--- src/psd_pkg.sv ---
// Shared types and constants for the partial shuffle draw block.
package psd_pkg;

   localparam int CFG_W     = 7;   // width of each configuration register
   localparam int CSR_IDX_W = 2;   // width of the configuration register index
   localparam int NUM_W     = 7;   // drawn number field
   localparam int POS_W     = 6;   // draw position field

   localparam logic [CSR_IDX_W-1:0] CSR_POOL_SIZE  = 2'd0;
   localparam logic [CSR_IDX_W-1:0] CSR_PICK_COUNT = 2'd1;

   localparam logic [CFG_W-1:0] POOL_SIZE_RST  = 7'd49;
   localparam logic [CFG_W-1:0] PICK_COUNT_RST = 7'd6;

   typedef enum logic [2:0] {
      S_IDLE,
      S_DIV,
      S_RD_I,
      S_RD_J,
      S_WR_I,
      S_WR_J,
      S_DLV
   } psd_state_type;

   // status of the serial remainder unit
   typedef struct packed {
      logic busy;
      logic done;
   } psd_div_sts_type;

endpackage

--- src/partial_shuffle_draw.sv ---
// Top level of the partial shuffle draw block: control sequencer, marks, remainder unit and pool RAM.
//
//  channel | direction | payload                                       | handshake
//  req     | in        | tdata[RANDOM_BITS-1:0] random_word            | tvalid/tready
//  rsp     | out       | tdata[6:0] drawn_number, [12:7] draw_position | tvalid/tready
//          |           | tlast set_done                                |
//  csr     | in        | csr_index register index, csr_wdata value     | valid/ready
//
// One transaction in gives one transaction out. After acceptance the serial
// remainder unit works one dividend bit a cycle, followed by four RAM accesses
// (read i, read j, write i, write j) and the delivery state, which waits for a
// free output register.
// A new request is taken once the result has moved to the output register,
// so a waiting result does not hold up the next draw. Reset is synchronous;
// it clears the marks, so the pool reads as the identity with no clearing pass.
// CSR writes are always taken and must only land while the block is idle.
module partial_shuffle_draw import psd_pkg::*; #(
   parameter int POOL_MAX    = 64,
   parameter int RANDOM_BITS = 15
) (
   input  logic                                 clock,
   input  logic                                 reset,
   // slave side
   input  logic                                 req_tvalid,
   output logic                                 req_tready,
   input  logic [((RANDOM_BITS+7)/8)*8-1:0]     req_tdata,   // [RANDOM_BITS-1:0] random_word
   // master side
   output logic                                 rsp_tvalid,
   input  logic                                 rsp_tready,
   output logic [15:0]                          rsp_tdata,   // [6:0] drawn_number, [12:7] draw_position
   output logic                                 rsp_tlast,   // set_done
   // configuration
   input  logic                                 csr_valid,
   output logic                                 csr_ready,
   input  logic [CSR_IDX_W-1:0]                 csr_index,
   input  logic [CFG_W-1:0]                     csr_wdata
);

   localparam int IDX_W = $clog2(POOL_MAX);       // pool position
   localparam int CNT_W = $clog2(POOL_MAX + 1);   // pool count / stored number
   localparam int CMP_W = (CNT_W > CFG_W) ? CNT_W : CFG_W;

   // configuration registers
   logic [CFG_W-1:0] pool_size_ff, pick_count_ff;

   always_ff @(posedge clock) begin
      if (reset) begin
         pool_size_ff  <= POOL_SIZE_RST;
         pick_count_ff <= PICK_COUNT_RST;
      end else if (csr_valid) begin
         case (csr_index)
            CSR_POOL_SIZE:  pool_size_ff  <= csr_wdata;
            CSR_PICK_COUNT: pick_count_ff <= csr_wdata;
            default: ;   // unmapped index, write dropped
         endcase
      end
   end

   assign csr_ready = 1'b1;

   // effective n in 2..POOL_MAX, k in 1..n
   logic [CMP_W-1:0] n_cmp, k_cmp;
   logic [CNT_W-1:0] n_eff, k_eff;

   always_comb begin
      n_cmp = CMP_W'(pool_size_ff);
      if (n_cmp < CMP_W'(2))        n_cmp = CMP_W'(2);
      if (n_cmp > CMP_W'(POOL_MAX)) n_cmp = CMP_W'(POOL_MAX);
      k_cmp = CMP_W'(pick_count_ff);
      if (k_cmp < CMP_W'(1))        k_cmp = CMP_W'(1);
      if (k_cmp > n_cmp)            k_cmp = n_cmp;
      n_eff = CNT_W'(n_cmp);
      k_eff = CNT_W'(k_cmp);
   end

   // control state
   psd_state_type        state_ff, state_in;
   logic [IDX_W-1:0]     step_ff, step_in;
   logic [POOL_MAX-1:0]  marks_ff, marks_in;
   logic [IDX_W-1:0]     i_ff, i_in;
   logic [IDX_W-1:0]     j_ff, j_in;
   logic [CNT_W-1:0]     k_ff, k_in;
   logic [CNT_W-1:0]     a_ff, a_in;
   logic [CNT_W-1:0]     b_ff, b_in;

   // output register
   logic                 rsp_valid_ff, rsp_valid_in;
   logic [NUM_W-1:0]     rsp_num_ff, rsp_num_in;
   logic [POS_W-1:0]     rsp_pos_ff, rsp_pos_in;
   logic                 rsp_last_ff, rsp_last_in;

   // remainder unit and pool RAM hookup
   logic                 div_start;
   logic [CNT_W-1:0]     div_divisor;
   logic [CNT_W-1:0]     div_rem;
   psd_div_sts_type      div_sts;

   logic                 ram_wr_en;
   logic [IDX_W-1:0]     ram_wr_addr;
   logic [CNT_W-1:0]     ram_wr_data;
   logic [IDX_W-1:0]     ram_rd_addr;
   logic [CNT_W-1:0]     ram_rd_data;

   logic                 slot_free;
   logic                 restart;
   logic                 last_draw;

   assign slot_free = !rsp_valid_ff || rsp_tready;
   // step at or past k (k lowered mid-set): treat as step 0 of a fresh set
   assign restart   = CNT_W'(step_ff) >= k_eff;
   assign last_draw = (CNT_W'(i_ff) + CNT_W'(1)) == k_ff;

   always_comb begin
      state_in     = state_ff;
      step_in      = step_ff;
      marks_in     = marks_ff;
      i_in         = i_ff;
      j_in         = j_ff;
      k_in         = k_ff;
      a_in         = a_ff;
      b_in         = b_ff;
      rsp_valid_in = rsp_valid_ff && !rsp_tready;
      rsp_num_in   = rsp_num_ff;
      rsp_pos_in   = rsp_pos_ff;
      rsp_last_in  = rsp_last_ff;
      req_tready   = 1'b0;
      div_start    = 1'b0;
      div_divisor  = n_eff - CNT_W'(restart ? '0 : step_ff);
      ram_wr_en    = 1'b0;
      ram_wr_addr  = i_ff;
      ram_wr_data  = b_ff;
      ram_rd_addr  = i_ff;

      case (state_ff)
         S_IDLE: begin
            req_tready = 1'b1;
            if (req_tvalid) begin
               div_start = 1'b1;
               k_in      = k_eff;
               if (restart) begin
                  marks_in = '0;
                  i_in     = '0;
               end else begin
                  i_in     = step_ff;
               end
               state_in = S_DIV;
            end
         end
         S_DIV: begin
            if (div_sts.done) begin
               j_in     = IDX_W'(CNT_W'(i_ff) + div_rem);
               state_in = S_RD_I;
            end
         end
         S_RD_I: begin
            ram_rd_addr = i_ff;
            state_in    = S_RD_J;
         end
         S_RD_J: begin
            // read data of entry i arrives now
            ram_rd_addr = j_ff;
            a_in        = marks_ff[i_ff] ? ram_rd_data : CNT_W'(i_ff) + CNT_W'(1);
            state_in    = S_WR_I;
         end
         S_WR_I: begin
            b_in            = marks_ff[j_ff] ? ram_rd_data : CNT_W'(j_ff) + CNT_W'(1);
            ram_wr_en       = 1'b1;
            ram_wr_addr     = i_ff;
            ram_wr_data     = b_in;
            marks_in[i_ff]  = 1'b1;
            state_in        = S_WR_J;
         end
         S_WR_J: begin
            ram_wr_en       = 1'b1;
            ram_wr_addr     = j_ff;
            ram_wr_data     = a_ff;
            marks_in[j_ff]  = 1'b1;
            state_in        = S_DLV;
         end
         S_DLV: begin
            if (slot_free) begin
               rsp_valid_in = 1'b1;
               rsp_num_in   = NUM_W'(b_ff);
               rsp_pos_in   = POS_W'(i_ff);
               rsp_last_in  = last_draw;
               if (last_draw) begin
                  // set complete: pool back to identity
                  marks_in = '0;
                  step_in  = '0;
               end else begin
                  step_in  = i_ff + IDX_W'(1);
               end
               state_in = S_IDLE;
            end
         end
         default: state_in = S_IDLE;
      endcase
   end

   always_ff @(posedge clock) begin
      if (reset) begin
         state_ff     <= S_IDLE;
         step_ff      <= '0;
         marks_ff     <= '0;
         rsp_valid_ff <= 1'b0;
      end else begin
         state_ff     <= state_in;
         step_ff      <= step_in;
         marks_ff     <= marks_in;
         rsp_valid_ff <= rsp_valid_in;
      end
      i_ff        <= i_in;
      j_ff        <= j_in;
      k_ff        <= k_in;
      a_ff        <= a_in;
      b_ff        <= b_in;
      rsp_num_ff  <= rsp_num_in;
      rsp_pos_ff  <= rsp_pos_in;
      rsp_last_ff <= rsp_last_in;
   end

   psd_mod #(
      .DIVIDEND_W (RANDOM_BITS),
      .DIVISOR_W  (CNT_W)
   ) u_mod (
      .clock    (clock),
      .reset    (reset),
      .start    (div_start),
      .dividend (req_tdata[RANDOM_BITS-1:0]),
      .divisor  (div_divisor),
      .sts      (div_sts),
      .rem      (div_rem)
   );

   psd_ram #(
      .WIDTH (CNT_W),
      .DEPTH (POOL_MAX)
   ) u_pool (
      .clock   (clock),
      .wr_en   (ram_wr_en),
      .wr_addr (ram_wr_addr),
      .wr_data (ram_wr_data),
      .rd_addr (ram_rd_addr),
      .rd_data (ram_rd_data)
   );

   assign rsp_tvalid = rsp_valid_ff;
   assign rsp_tdata  = {3'b000, rsp_pos_ff, rsp_num_ff};
   assign rsp_tlast  = rsp_last_ff;

   a_idle_div_quiet: assert property (@(posedge clock) disable iff (reset)
      (state_ff == S_IDLE) |-> !div_sts.busy)
      else $error("remainder unit busy while sequencer idle");

   a_step_in_set: assert property (@(posedge clock) disable iff (reset)
      (state_ff == S_DLV) |-> (CNT_W'(i_ff) < k_ff && CNT_W'(j_ff) >= CNT_W'(i_ff)))
      else $error("draw step or swap partner out of range");

   a_set_end_clears: assert property (@(posedge clock) disable iff (reset)
      (state_ff == S_DLV && slot_free && last_draw) |=> (marks_ff == '0 && step_ff == '0))
      else $error("pool not returned to identity after last draw");

   a_marks_after_swap: assert property (@(posedge clock) disable iff (reset)
      (state_ff == S_WR_J) |=> (marks_ff[i_ff] && marks_ff[j_ff]))
      else $error("swapped entries not marked as written");

endmodule

--- src/psd_ram.sv ---
// Generic single-port-write, single-port-read RAM with registered read data.
module psd_ram #(
   parameter int WIDTH = 8,
   parameter int DEPTH = 64
) (
   input  logic                     clock,
   input  logic                     wr_en,
   input  logic [$clog2(DEPTH)-1:0] wr_addr,
   input  logic [WIDTH-1:0]         wr_data,
   input  logic [$clog2(DEPTH)-1:0] rd_addr,
   output logic [WIDTH-1:0]         rd_data
);

   logic [WIDTH-1:0] mem_ff [DEPTH];
   logic [WIDTH-1:0] rd_data_ff;

   always_ff @(posedge clock) begin
      if (wr_en) begin
         mem_ff[wr_addr] <= wr_data;
      end
      rd_data_ff <= mem_ff[rd_addr];
   end

   assign rd_data = rd_data_ff;

endmodule

--- src/psd_mod.sv ---
// Restoring serial remainder unit: one dividend bit per cycle.
module psd_mod import psd_pkg::*; #(
   parameter int DIVIDEND_W = 15,
   parameter int DIVISOR_W  = 7
) (
   input  logic                  clock,
   input  logic                  reset,
   input  logic                  start,
   input  logic [DIVIDEND_W-1:0] dividend,
   input  logic [DIVISOR_W-1:0]  divisor,
   output psd_div_sts_type       sts,
   output logic [DIVISOR_W-1:0]  rem
);

   localparam int STEP_W = $clog2(DIVIDEND_W + 1);

   logic                  busy_ff, busy_in;
   logic                  done_ff, done_in;
   logic [STEP_W-1:0]     cnt_ff, cnt_in;
   logic [DIVIDEND_W-1:0] shift_ff, shift_in;
   logic [DIVISOR_W-1:0]  rem_ff, rem_in;
   logic [DIVISOR_W-1:0]  div_ff, div_in;
   logic [DIVISOR_W:0]    trial;
   logic                  fits;

   // partial remainder stays below the divisor, so trial < 2 * divisor
   assign trial = {rem_ff, shift_ff[DIVIDEND_W-1]};
   assign fits  = trial >= {1'b0, div_ff};

   always_comb begin
      busy_in  = busy_ff;
      done_in  = 1'b0;
      cnt_in   = cnt_ff;
      shift_in = shift_ff;
      rem_in   = rem_ff;
      div_in   = div_ff;
      if (start) begin
         busy_in  = 1'b1;
         cnt_in   = STEP_W'(DIVIDEND_W);
         shift_in = dividend;
         rem_in   = '0;
         div_in   = divisor;
      end else if (busy_ff) begin
         rem_in   = fits ? DIVISOR_W'(trial - {1'b0, div_ff}) : DIVISOR_W'(trial);
         shift_in = shift_ff << 1;
         cnt_in   = cnt_ff - STEP_W'(1);
         if (cnt_ff == STEP_W'(1)) begin
            busy_in = 1'b0;
            done_in = 1'b1;
         end
      end
   end

   always_ff @(posedge clock) begin
      if (reset) begin
         busy_ff <= 1'b0;
         done_ff <= 1'b0;
      end else begin
         busy_ff <= busy_in;
         done_ff <= done_in;
      end
      cnt_ff   <= cnt_in;
      shift_ff <= shift_in;
      rem_ff   <= rem_in;
      div_ff   <= div_in;
   end

   assign sts.busy = busy_ff;
   assign sts.done = done_ff;
   assign rem      = rem_ff;

   a_rem_below_div: assert property (@(posedge clock) disable iff (reset)
      done_ff |-> (rem_ff < div_ff))
      else $error("remainder not below divisor");

   a_busy_done_excl: assert property (@(posedge clock) disable iff (reset)
      !(busy_ff && done_ff))
      else $error("remainder unit busy and done together");

endmodule

--- config.mk ---
export PLATFORM = sky130hd
export DESIGN_NAME = partial_shuffle_draw
export DESIGN_NICKNAME = d
export VERILOG_FILES = /design/src/psd_pkg.sv /design/src/partial_shuffle_draw.sv /design/src/psd_ram.sv /design/src/psd_mod.sv
export SDC_FILE = /design/constraint.sdc
export NUM_CORES = 1
export LEC_CHECK = 0
export BUFFER_PORTS_ARGS = -buffer_cell sky130_fd_sc_hd__buf_2
export CORE_MARGIN = 2
export CORE_UTILIZATION = 50
export DETAILED_ROUTE_END_ITERATION = 8
export PLACE_DENSITY = 0.63
export SLEW_MARGIN = 20
export SYNTH_ARGS = -nofsm -noshare
export SYNTH_HDL_FRONTEND = slang
export SYNTH_SLANG_ARGS = --single-unit
--- constraint.sdc ---
create_clock -name clock -period 10.9 [get_ports clock]
set_input_delay 1.09 -clock clock [delete_from_list [all_inputs] [get_ports clock]]
set_output_delay 1.09 -clock clock [all_outputs]
set_load 0.005 [all_outputs]
=== After elaboration in Yosys (flattened, before gate mapping) ===
Memories as Yosys holds them, arrays and structs flattened. A register that Yosys moved wholly into a read port is not among the register bits.
Cells that the tools add are included.

* Add/sub/neg operators: 7
* Magnitude comparators: 10
* Bitwise operators: 3
* Muxes and demuxes: 43
* Shifts and indexed selects: 0
* Equal/unequal tests: 14
* Reduce and logical (&&, ||, !) cells: 19
* Div/mod/pow operators: 0
* Multiply operators: 0

{| class="wikitable"
|+ Operators with widths
! cell !! number
|-
| 64-bit 2-to-1 mux || 4
|-
| 64-bit case mux with 4 select lines || 1
|-
| 64-bit OR || 2
|-
| 7-bit 2-to-1 mux || 7
|-
| 15-bit 2-to-1 mux || 2
|-
| 6-bit 2-to-1 mux || 4
|-
| 3-bit case mux with 7 select lines || 1
|-
| 1-bit 2-to-1 mux || 16
|-
| 6-bit by 1-bit adder with 7-bit output, second input constant || 2
|-
| 6-bit by 7-bit < comparator with 1-bit output, second input constant || 2
|-
| 7-bit case mux with 2 select lines || 1
|-
| 1-bit binary-select mux with 6-bit select || 2
|-
| 1-bit demux with 6-bit select || 2
|-
| 6-bit by 1-bit greater-or-equal comparator with 1-bit output, second input constant || 2
|-
| 2-bit AND reduction || 5
|-
| 3-bit equality test, second input constant || 3
|-
| 3-bit 2-to-1 mux || 3
|-
| 8-bit by 7-bit greater-or-equal comparator with 1-bit output || 1
|-
| 2-bit != test, second input constant || 4
|-
| 7-bit equality test || 1
|-
| 6-bit by 7-bit greater-or-equal comparator with 1-bit output || 1
|-
| 7-bit > comparator || 1
|-
| 7-bit > comparator, second input constant || 1
|-
| 7-bit by 1-bit < comparator with 1-bit output, second input constant || 1
|-
| 23 further kinds || 27
|}

* Latch bits: 0
* Bits in read-only memories: 0
* Memories: 1
* Bits in writable memories: 448
* Input bits: 30
* Output and inout port bits: 20
* Logic and storage cells: 117
* Bits in registers: 170

{| class="wikitable"
|+ Memory list
! memory !! words !! bits a word !! read ports !! clocked after memory_dff !! write ports !! line !! text
|-
| u_pool.mem_ff || 64 || 7 || 1 || 1 || 1 || psd_ram.sv:14 || <nowiki>logic [WIDTH-1:0] mem_ff [DEPTH];</nowiki>
|}

=== Longest topological paths before layout ===
Gate-level depths: netlist of the first run.

* Depth after elaboration: 10
* Mapped depth: 27

=== By module ===
Synthesis of the first run repeated with hierarchy kept, for this count alone.

* Cells, all modules: 1935
* Area, all modules: 28013.1 µm²

{| class="wikitable"
|+ Modules (own cells, without submodules)
! module !! cells an instance !! area each (µm²) !! times used !! seq. area each (µm²)
|-
| psd_ram || 827 || 17635.7 || 1 || 13593.0
|-
| partial_shuffle_draw || 940 || 8503.2 || 1 || 3173.0
|-
| psd_mod || 168 || 1874.3 || 1 || 920.9
|}

=== Worst setup path before layout of the first run ===
OpenSTA, ideal clock, no wires.

* Path type: register to register
* From: reg pool_size_ff[2]
* To: reg u_mod.div_ff[6] (data pin)
* Cell stages (with the launch flop): 28
* Slack: 5.888 ns
* Path buffers: 1
* Clock period less this slack: 5.012 ns
* Arrival time: 4.753 ns
* Cells stage by stage: dfxtp_1 nor4_1 nor2_1 nor2_1 inv_1 ha_1 nor2b_1 o21a_1 o21bai_1 and2_1 o21bai_1 clkbuf_1 mux2i_1 ha_1 nand2b_1 a211oi_1 o21a_1 a31o_2 or2_2 and2_1 ha_1 fa_1 inv_1 a21o_1 a21oi_1 o21bai_1 a21oi_1 xnor2_1

* Longest elaborated chain between the ends: 9

{| class="wikitable"
|+ Ends and longest elaborated chain
! item !! line !! text
|-
| from (decl) || partial_shuffle_draw.sv:44 || <nowiki>logic [CFG_W-1:0] pool_size_ff, pick_count_ff;</nowiki>
|-
| from (signal assigned) || partial_shuffle_draw.sv:52 || <nowiki>CSR_POOL_SIZE: pool_size_ff <= csr_wdata;</nowiki>
|-
| 7-bit by 2-bit < comparator with 1-bit output || partial_shuffle_draw.sv:67 || <nowiki>if (n_cmp < CMP_W'(2)) n_cmp = CMP_W'(2);</nowiki>
|-
| 7-bit 2-to-1 mux * || partial_shuffle_draw.sv:67 ||
|-
| 7-bit > comparator || partial_shuffle_draw.sv:68 || <nowiki>if (n_cmp > CMP_W'(POOL_MAX)) n_cmp = CMP_W'(POOL_MAX);</nowiki>
|-
| 7-bit 2-to-1 mux * || partial_shuffle_draw.sv:68 ||
|-
| 7-bit > comparator || partial_shuffle_draw.sv:71 || <nowiki>if (k_cmp > n_cmp) k_cmp = n_cmp;</nowiki>
|-
| 7-bit 2-to-1 mux * || partial_shuffle_draw.sv:71 ||
|-
| named net k_cmp[0] || partial_shuffle_draw.sv:62 || <nowiki>logic [CMP_W-1:0] n_cmp, k_cmp;</nowiki>
|-
| 6-bit by 7-bit greater-or-equal comparator with 1-bit output * || partial_shuffle_draw.sv:110 || <nowiki>assign restart = CNT_W'(step_ff) >= k_eff;</nowiki>
|-
| 6-bit 2-to-1 mux * || partial_shuffle_draw.sv:128 || <nowiki>div_divisor = n_eff - CNT_W'(restart ? '0 : step_ff);</nowiki>
|-
| 7-bit by 6-bit subtractor with 7-bit output * || partial_shuffle_draw.sv:128 ||
|-
| named net div_divisor[6] || partial_shuffle_draw.sv:94 || <nowiki>logic [CNT_W-1:0] div_divisor;</nowiki>
|-
| to (signal assigned) || psd_mod.sv:65 || <nowiki>div_ff <= div_in;</nowiki>
|-
| to (decl) || psd_mod.sv:22 || <nowiki>logic [DIVISOR_W-1:0] div_ff, div_in;</nowiki>
|}

The timed path passes the listed nets; every way through them passes the cells marked *.
A chain may end at the register's enable or synchronous reset.

=== Final worst setup path of the first run ===
* From: reg pool_size_ff[2]
* To: reg u_mod.div_ff[6] (data pin)

* Longest elaborated chain between the ends: 9

{| class="wikitable"
|+ Ends and longest elaborated chain
! item !! line
|-
| 7-bit by 2-bit < comparator with 1-bit output || partial_shuffle_draw.sv:67
|-
| 7-bit 2-to-1 mux * || partial_shuffle_draw.sv:67
|-
| 7-bit > comparator || partial_shuffle_draw.sv:68
|-
| 7-bit 2-to-1 mux * || partial_shuffle_draw.sv:68
|-
| 7-bit > comparator || partial_shuffle_draw.sv:71
|-
| 7-bit 2-to-1 mux || partial_shuffle_draw.sv:71
|-
| 6-bit by 7-bit greater-or-equal comparator with 1-bit output || partial_shuffle_draw.sv:110
|-
| 6-bit 2-to-1 mux || partial_shuffle_draw.sv:128
|-
| 7-bit by 6-bit subtractor with 7-bit output * || partial_shuffle_draw.sv:128
|-
| named net div_divisor[6] || partial_shuffle_draw.sv:94
|}

Marked as above.

==> impl_metrics.toml, run 1 <==
[final_layout]
design_area_mm2 = 0.0306
syn2layout_area_growth_pct = 10.4
utilization = 0.556
diodes = 0
layout-drive-gt1-share = 0.101
largest-register = "u_pool.mem_ff"
largest_reg_flops = 448
largestRegisters = "u_pool.mem_ff: 448 flops, marks_ff: 64 flops, u_mod.shift_ff: 15 flops"
layout.nets = 2373

[detailed_routing]
drt-vias-per-instance = 5.89
drt_iter0_drc = 1790
ant_nets = 0
drcViolationCount = 0
wl_per_cell_um = 22.4
firstDrtPassIters = 5
vias = 18300
routed_wirelength_um = 69400

[hold_path]
hp-start = "b_ff[6]$_DFFE_PP_"
holdPathStages = 0
hold_class = "flip-flop to flip-flop"
hold_end = "rsp_num_ff[6]$_DFFE_PP_"

[yosys]
synthesis.area_mm2 = 0.0277
synthFlopType = "edfxtp_1"
synth_top_area_share = 0.560
synth_edf_count = 517
async_flop_share = 0
netlist_top_cells_area = "edfxtp_1 (56%), dfxtp_1 (7.8%), nand2_1 (5.0%)"
yosysWarningCount = 0
synthTopCellsByCount = "edfxtp_1 (517), nand2_1 (371), nor2_1 (183)"
ys_types = 68
yosys_register_bits = 625
avgSynthCellArea_um2 = 12.1
synth_most_common_cell = "edfxtp_1"
synth-seq-area-share = 0.638
synth_area_leader_cell = "edfxtp_1"
netlist_instances = 2299

[setup_path]
cp_max_fo = 8
r2r_start = "pool_size_ff[2]$_SDFFE_PP0P_"
worstPathRequired_ns = 11.25
reg2reg_to = "u_mod.div_ff[6]$_DFFE_PP_"
cp.arrival_ns = 5.91
cp-startpoint = "pool_size_ff[2]$_SDFFE_PP0P_"
cpPeakStageDelay_ns = 0.40
critical_path_class = "flip-flop to flip-flop"
slowest_stage = "fa_1"
reg2reg_setup_slack_ns = 5.34
r2r_cells = 25
end_kind = "flip-flop"
setup.worst_path.start_class = "flip-flop"

[place]
dpl-instance-area_mm2 = 0.0286
dp_slack_ns = 5.38
dp_hpwl_um = 43500
gp_congestion = 0.879
port_buffers = 44

[timing]
worst_slew_pin_slew_ns = 1.11
min_period_ns = 5.56
relSlewSlack = 0.255
final-setup-viol-count = 0
drv_slew = 0
setup_ws_ns = 5.34
rsz0062_at_grt = "false"
finalHoldViolations = 0
fmax_ghz = 0.180
skew_ns = 0.0264
setup_tns_ns = 0
finalCritPeriodShare = 0.510

[status]
outcome = "complete, no violations"

[clock_tree]
cts_root_buf = "clkbuf_16"
clkTransAtPathRegs_ns = 0.06
worstSkewPairLatency_ns = 0.61
cts_setup_buffers = 0
tritoncts = "built"
hold_buffers = 0
htreeDepth = 3
cts_resized = 0
cts_sinks = 625
clk_path_buf_depth = 3
numCtsBuffers = 67

[floorplan]
start_util = 0.504
ios = 50
die_height_um = 239
fp-row-count = 86
chipWidth_um = 239
dieArea_mm2 = 0.0573
core-area_mm2 = 0.0550

[global_route]
grt_pass1_wl_um = 106000
antenna_found_initial = 0
grt_overflow = 0
grt_max_degree = 78
grt_pass1_vias = 17900
grt.total_usage = 0.246

[power]
total_power_mw = 5.03
p_leak_nw = 10.7
vdd_ir_drop_max_mv = 0.130
p_per_area_mw_per_mm2 = 165

[flow_run]
drv_cap = 0
[cell type report]
type	count	area, um2
fillers	4570	24400
flip-flops and latches	625	17700
multi-input cells	1415	9060
clock buffers	89	1810
well taps	748	936
inverters	123	462
repair buffers	73	438
clock inverters	32	204
[kinds of logic (layout without fill, tap and decap cells)]
| logic type | count (synthesis) | in the layout | share of synthesized area |
|---|---|---|---|
| buffers and inverters | 261 | 317 | 0.0384 |
| AND/OR/NAND/NOR | 853 | 853 | 0.135 |
| XOR/XNOR | 27 | 27 | 0.00952 |
| other | 2 | 4 | 0.000271 |
| flip-flops | 625 | 625 | 0.638 |
| adder cells (fa/ha/maj) | 38 | 38 | 0.0180 |
| multiplexers | 177 | 177 | 0.0785 |
| AO/OA/AOI/OAI | 316 | 316 | 0.0821 |
[worst max path at each step]
stage | slack, ns | to | cells past startpoint
2_1_floorplan | 5.89 | u_mod.div_ff[6]$_DFFE_PP_ | 27
5_1_grt | 4.87 | u_mod.div_ff[6]$_DFFE_PP_ | 26
6_report | 5.34 | u_mod.div_ff[6]$_DFFE_PP_ | 25
4_1_cts | 5.35 | u_mod.div_ff[6]$_DFFE_PP_ | 25
3_3_place_gp | 5.45 | u_mod.div_ff[6]$_DFFE_PP_ | 25
3_5_place_dp | 5.38 | u_mod.div_ff[6]$_DFFE_PP_ | 25
[placed cells by master (no fill, tap or decap), types with 29 or more instances in the layout]
cell type  synthesis  final
inv_1            119    119
a2111oi_0         47     47
buf_4              7     29
clkbuf_16          0     68
mux4_2            30     30
nand2_1          371    371
a21oi_1           63     62
dfxtp_1          108    108
ha_1              35     35
edfxtp_1         517    517
mux2i_1          125    122
nor2_1           183    183
buf_2             40     44
o21ai_0           36     36
nand3_1          172    172
[stage by stage]
stage	hold WS [ns]	std cells
6_report	0.455	3105
5_1_grt	0.468	3105
4_1_cts	0.458	3105
3_5_place_dp	0.452	2984
3_3_place_gp	0.441	2984
2_1_floorplan	0.427	2301
[worst max-delay path, delay by kind of cell (launching register included)]
| kind | cells | cell delay (ns) |
|---|---|---|
| AOI/OAI and AO/OA | 10 | 1.69 |
| xor gates and xnor gates | 1 | 0.13 |
| buffers and inverters | 2 | 0.20 |
| adders and majority gates | 4 | 1.27 |
| and+or+nand+nor | 7 | 1.45 |
| DFF | 1 | 0.31 |
| muxes | 1 | 0.26 |
[metal layers]
metal | global-route usage | vias to the layer above | part of all wire
li1 | - | 8430 | -
met1 | 0.348 | 8989 | 0.44
met2 | 0.382 | 728 | 0.46
met3 | 0.0456 | 128 | 0.076
met4 | 0.0879 | 0 | 0.029
met5 | 0 | - | 0
[power breakdown]
group	internal (mW)	switching [mW]
Combinational	0.113	0.194
Clock	1.20	0.921
Sequential	2.59	0.0229
Total	3.90	1.14
No activity file was read; power rests on OpenSTA's default activity.
==> inputs of run 2 (changes only) <==
==> constraint.sdc (replaced) <==
create_clock -name clock -period 5.5 [get_ports clock]
set_input_delay 0.55 -clock clock [delete_from_list [all_inputs] [get_ports clock]]
set_output_delay 0.55 -clock clock [all_outputs]
set_load 0.005 [all_outputs]
==> run 2 against run 1 <==
Against the previous run:
- die area is the same
- clock power rose by 110%
- count of clock-buffer cells in the layout grew 2
- global-route usage grew 0.34 points
- critical path type unchanged
- power rose by 100%
- worst hold slack worse by 0.27 ns
- first-iteration DRC count rose by 10%
- routed wire length increased by 1.8%
- register-to-register slack worse by 5.1 ns
==> impl_metrics.toml, run 2 (synthesis gave the netlist of run 1 again) <==
[status]
outcome = "complete, no violations"

[timing]
fmax_ghz = 0.190
whs_ns = 0.182
worst_slew_pin_slew_ns = 1.22
drv_slew = 0
min_period_ns = 5.26
final-setup-viol-count = 0
relSlewSlack = 0.183
finalHoldViolations = 0
setup_ws_ns = 0.244
skew_ns = 0.0215
finalCritPeriodShare = 0.956
setup_tns_ns = 0

[setup_path]
end_kind = "flip-flop"
critical_path_class = "flip-flop to flip-flop"
r2r_start = "pool_size_ff[2]$_SDFFE_PP0P_"
cp_max_fo = 7
reg2reg_to = "u_mod.div_ff[6]$_DFFE_PP_"
r2r_cells = 26
worstPathRequired_ns = 5.85
cp.arrival_ns = 5.60
setup.worst_path.start_class = "flip-flop"
reg2reg_setup_slack_ns = 0.24

[clock_tree]
hold_buffers = 0
numCtsBuffers = 67
clk_path_buf_depth = 3
cts_sinks = 625
worstSkewPairLatency_ns = 0.61
cts_setup_buffers = 0
tritoncts = "built"
cts_resized = 0
clkTransAtPathRegs_ns = 0.06
cts_root_buf = "clkbuf_16"
htreeDepth = 3

[floorplan]
fp-row-count = 86
start_util = 0.504
chipWidth_um = 239
core-area_mm2 = 0.0550
dieArea_mm2 = 0.0573
die_height_um = 239
ios = 50

[power]
p_leak_nw = 10.9
vdd_ir_drop_max_mv = 0.226
p_per_area_mw_per_mm2 = 332
total_power_mw = 10.3

[hold_path]
hold_end = "pool_size_ff[0]$_SDFFE_PP1P_"
hold_class = "primary input to flip-flop"
hp-start = "csr_wdata[0]"
holdPathStages = 2

[final_layout]
final_cells = 3111
fillers = 4521
layout_common_cells = "edfxtp_1 (517), nand2_1 (371), nor2_1 (182)"
final_common_cell = "edfxtp_1"
syn2layout_area_growth_pct = 11.7
design_area_mm2 = 0.0310
largestRegisters = "u_pool.mem_ff: 448 flops, marks_ff: 64 flops, u_mod.shift_ff: 15 flops"
utilization = 0.563
layout-drive-gt1-share = 0.108
largest_reg_flops = 448
layout.nets = 2380
largest-register = "u_pool.mem_ff"

[detailed_routing]
wl_per_cell_um = 22.7
firstDrtPassIters = 5
ant_nets = 0
drt_iter0_drc = 1969
drcViolationCount = 0
drt-vias-per-instance = 5.91
vias = 18400
routed_wirelength_um = 70700

[global_route]
antenna_found_initial = 2
grt_overflow = 0
grt.total_usage = 0.249
grt_max_degree = 83
grt_pass1_vias = 17800
grt_pass1_wl_um = 107000

[place]
gp_congestion = 0.898
placed_cells = 2991
dp_slack_ns = 0.0523
dpl-instance-area_mm2 = 0.0288
dp_hpwl_um = 44300
port_buffers = 44

[flow_run]
drv_cap = 0
-- run 2: changes by cell type in the layout (fill, tap and decap cells not counted), sizes merged --
cell      change
clkinv        -6
inv           -1
clkbuf        +2
buf           +7
bufinv        +5
diode         +1
clkinvlp      -2
-- run 2: area by class of cell --
class | instances | area (um2) | share of cell area
repair buffers | 80 | 616 | 0.0199
multi-input cells | 1415 | 9090 | 0.294
inverters | 123 | 462 | 0.0149
clock inverters | 28 | 314 | 0.0101
flip-flops and latches | 625 | 17700 | 0.571
diodes | 1 | 2.50 | 0.0000808
well taps | 748 | 936 | 0.0302
clock buffers | 91 | 1860 | 0.0601
-- run 2: critical path: stages, from the launching register on --
cell	delay, ns
dfxtp_1	0.33
nor4_2	0.31
nor2_1	0.09
nor2_2	0.13
inv_1	0.08
ha_1	0.28
nor2b_1	0.14
o21a_1	0.17
o21bai_2	0.14
and2_1	0.17
o21bai_2	0.18
buf_4	0.22
mux2i_2	0.27
ha_1	0.20
o2111ai_1	0.12
o21a_1	0.19
a31o_2	0.26
or2_2	0.33
and2_1	0.17
ha_1	0.20
fa_1	0.40
inv_1	0.08
a21o_1	0.11
a21oi_1	0.09
o21bai_1	0.13
a21oi_1	0.09
xnor2_1	0.14
-- run 2: power breakdown --
part	switching, mW	total (mW)	internal (mW)
registers	0.0514	5.18	5.13
logic	0.384	0.615	0.231
clock network	1.84	4.50	2.66
-- run 2: layer usage --
metal  part of all wire  vias to the layer above  global-route usage
li1                   -                     8462                   -
met1               0.43                     9092               0.353
met2               0.47                      695               0.390
met3              0.069                      142              0.0339
met4              0.033                        0               0.102
met5                  0                        -                   0
-- run 2: worst max path at each step --
stage,startpoint,endpoint
finish,pool_size_ff[2]$_SDFFE_PP0P_,u_mod.div_ff[6]$_DFFE_PP_
global route,pool_size_ff[2]$_SDFFE_PP0P_,u_mod.div_ff[6]$_DFFE_PP_
global placement,pool_size_ff[2]$_SDFFE_PP0P_,u_mod.div_ff[6]$_DFFE_PP_
detailed placement,pool_size_ff[2]$_SDFFE_PP0P_,u_mod.div_ff[6]$_DFFE_PP_
CTS,pool_size_ff[2]$_SDFFE_PP0P_,u_mod.div_ff[6]$_DFFE_PP_
floorplan,pool_size_ff[2]$_SDFFE_PP0P_,u_mod.div_ff[6]$_DFFE_PP_
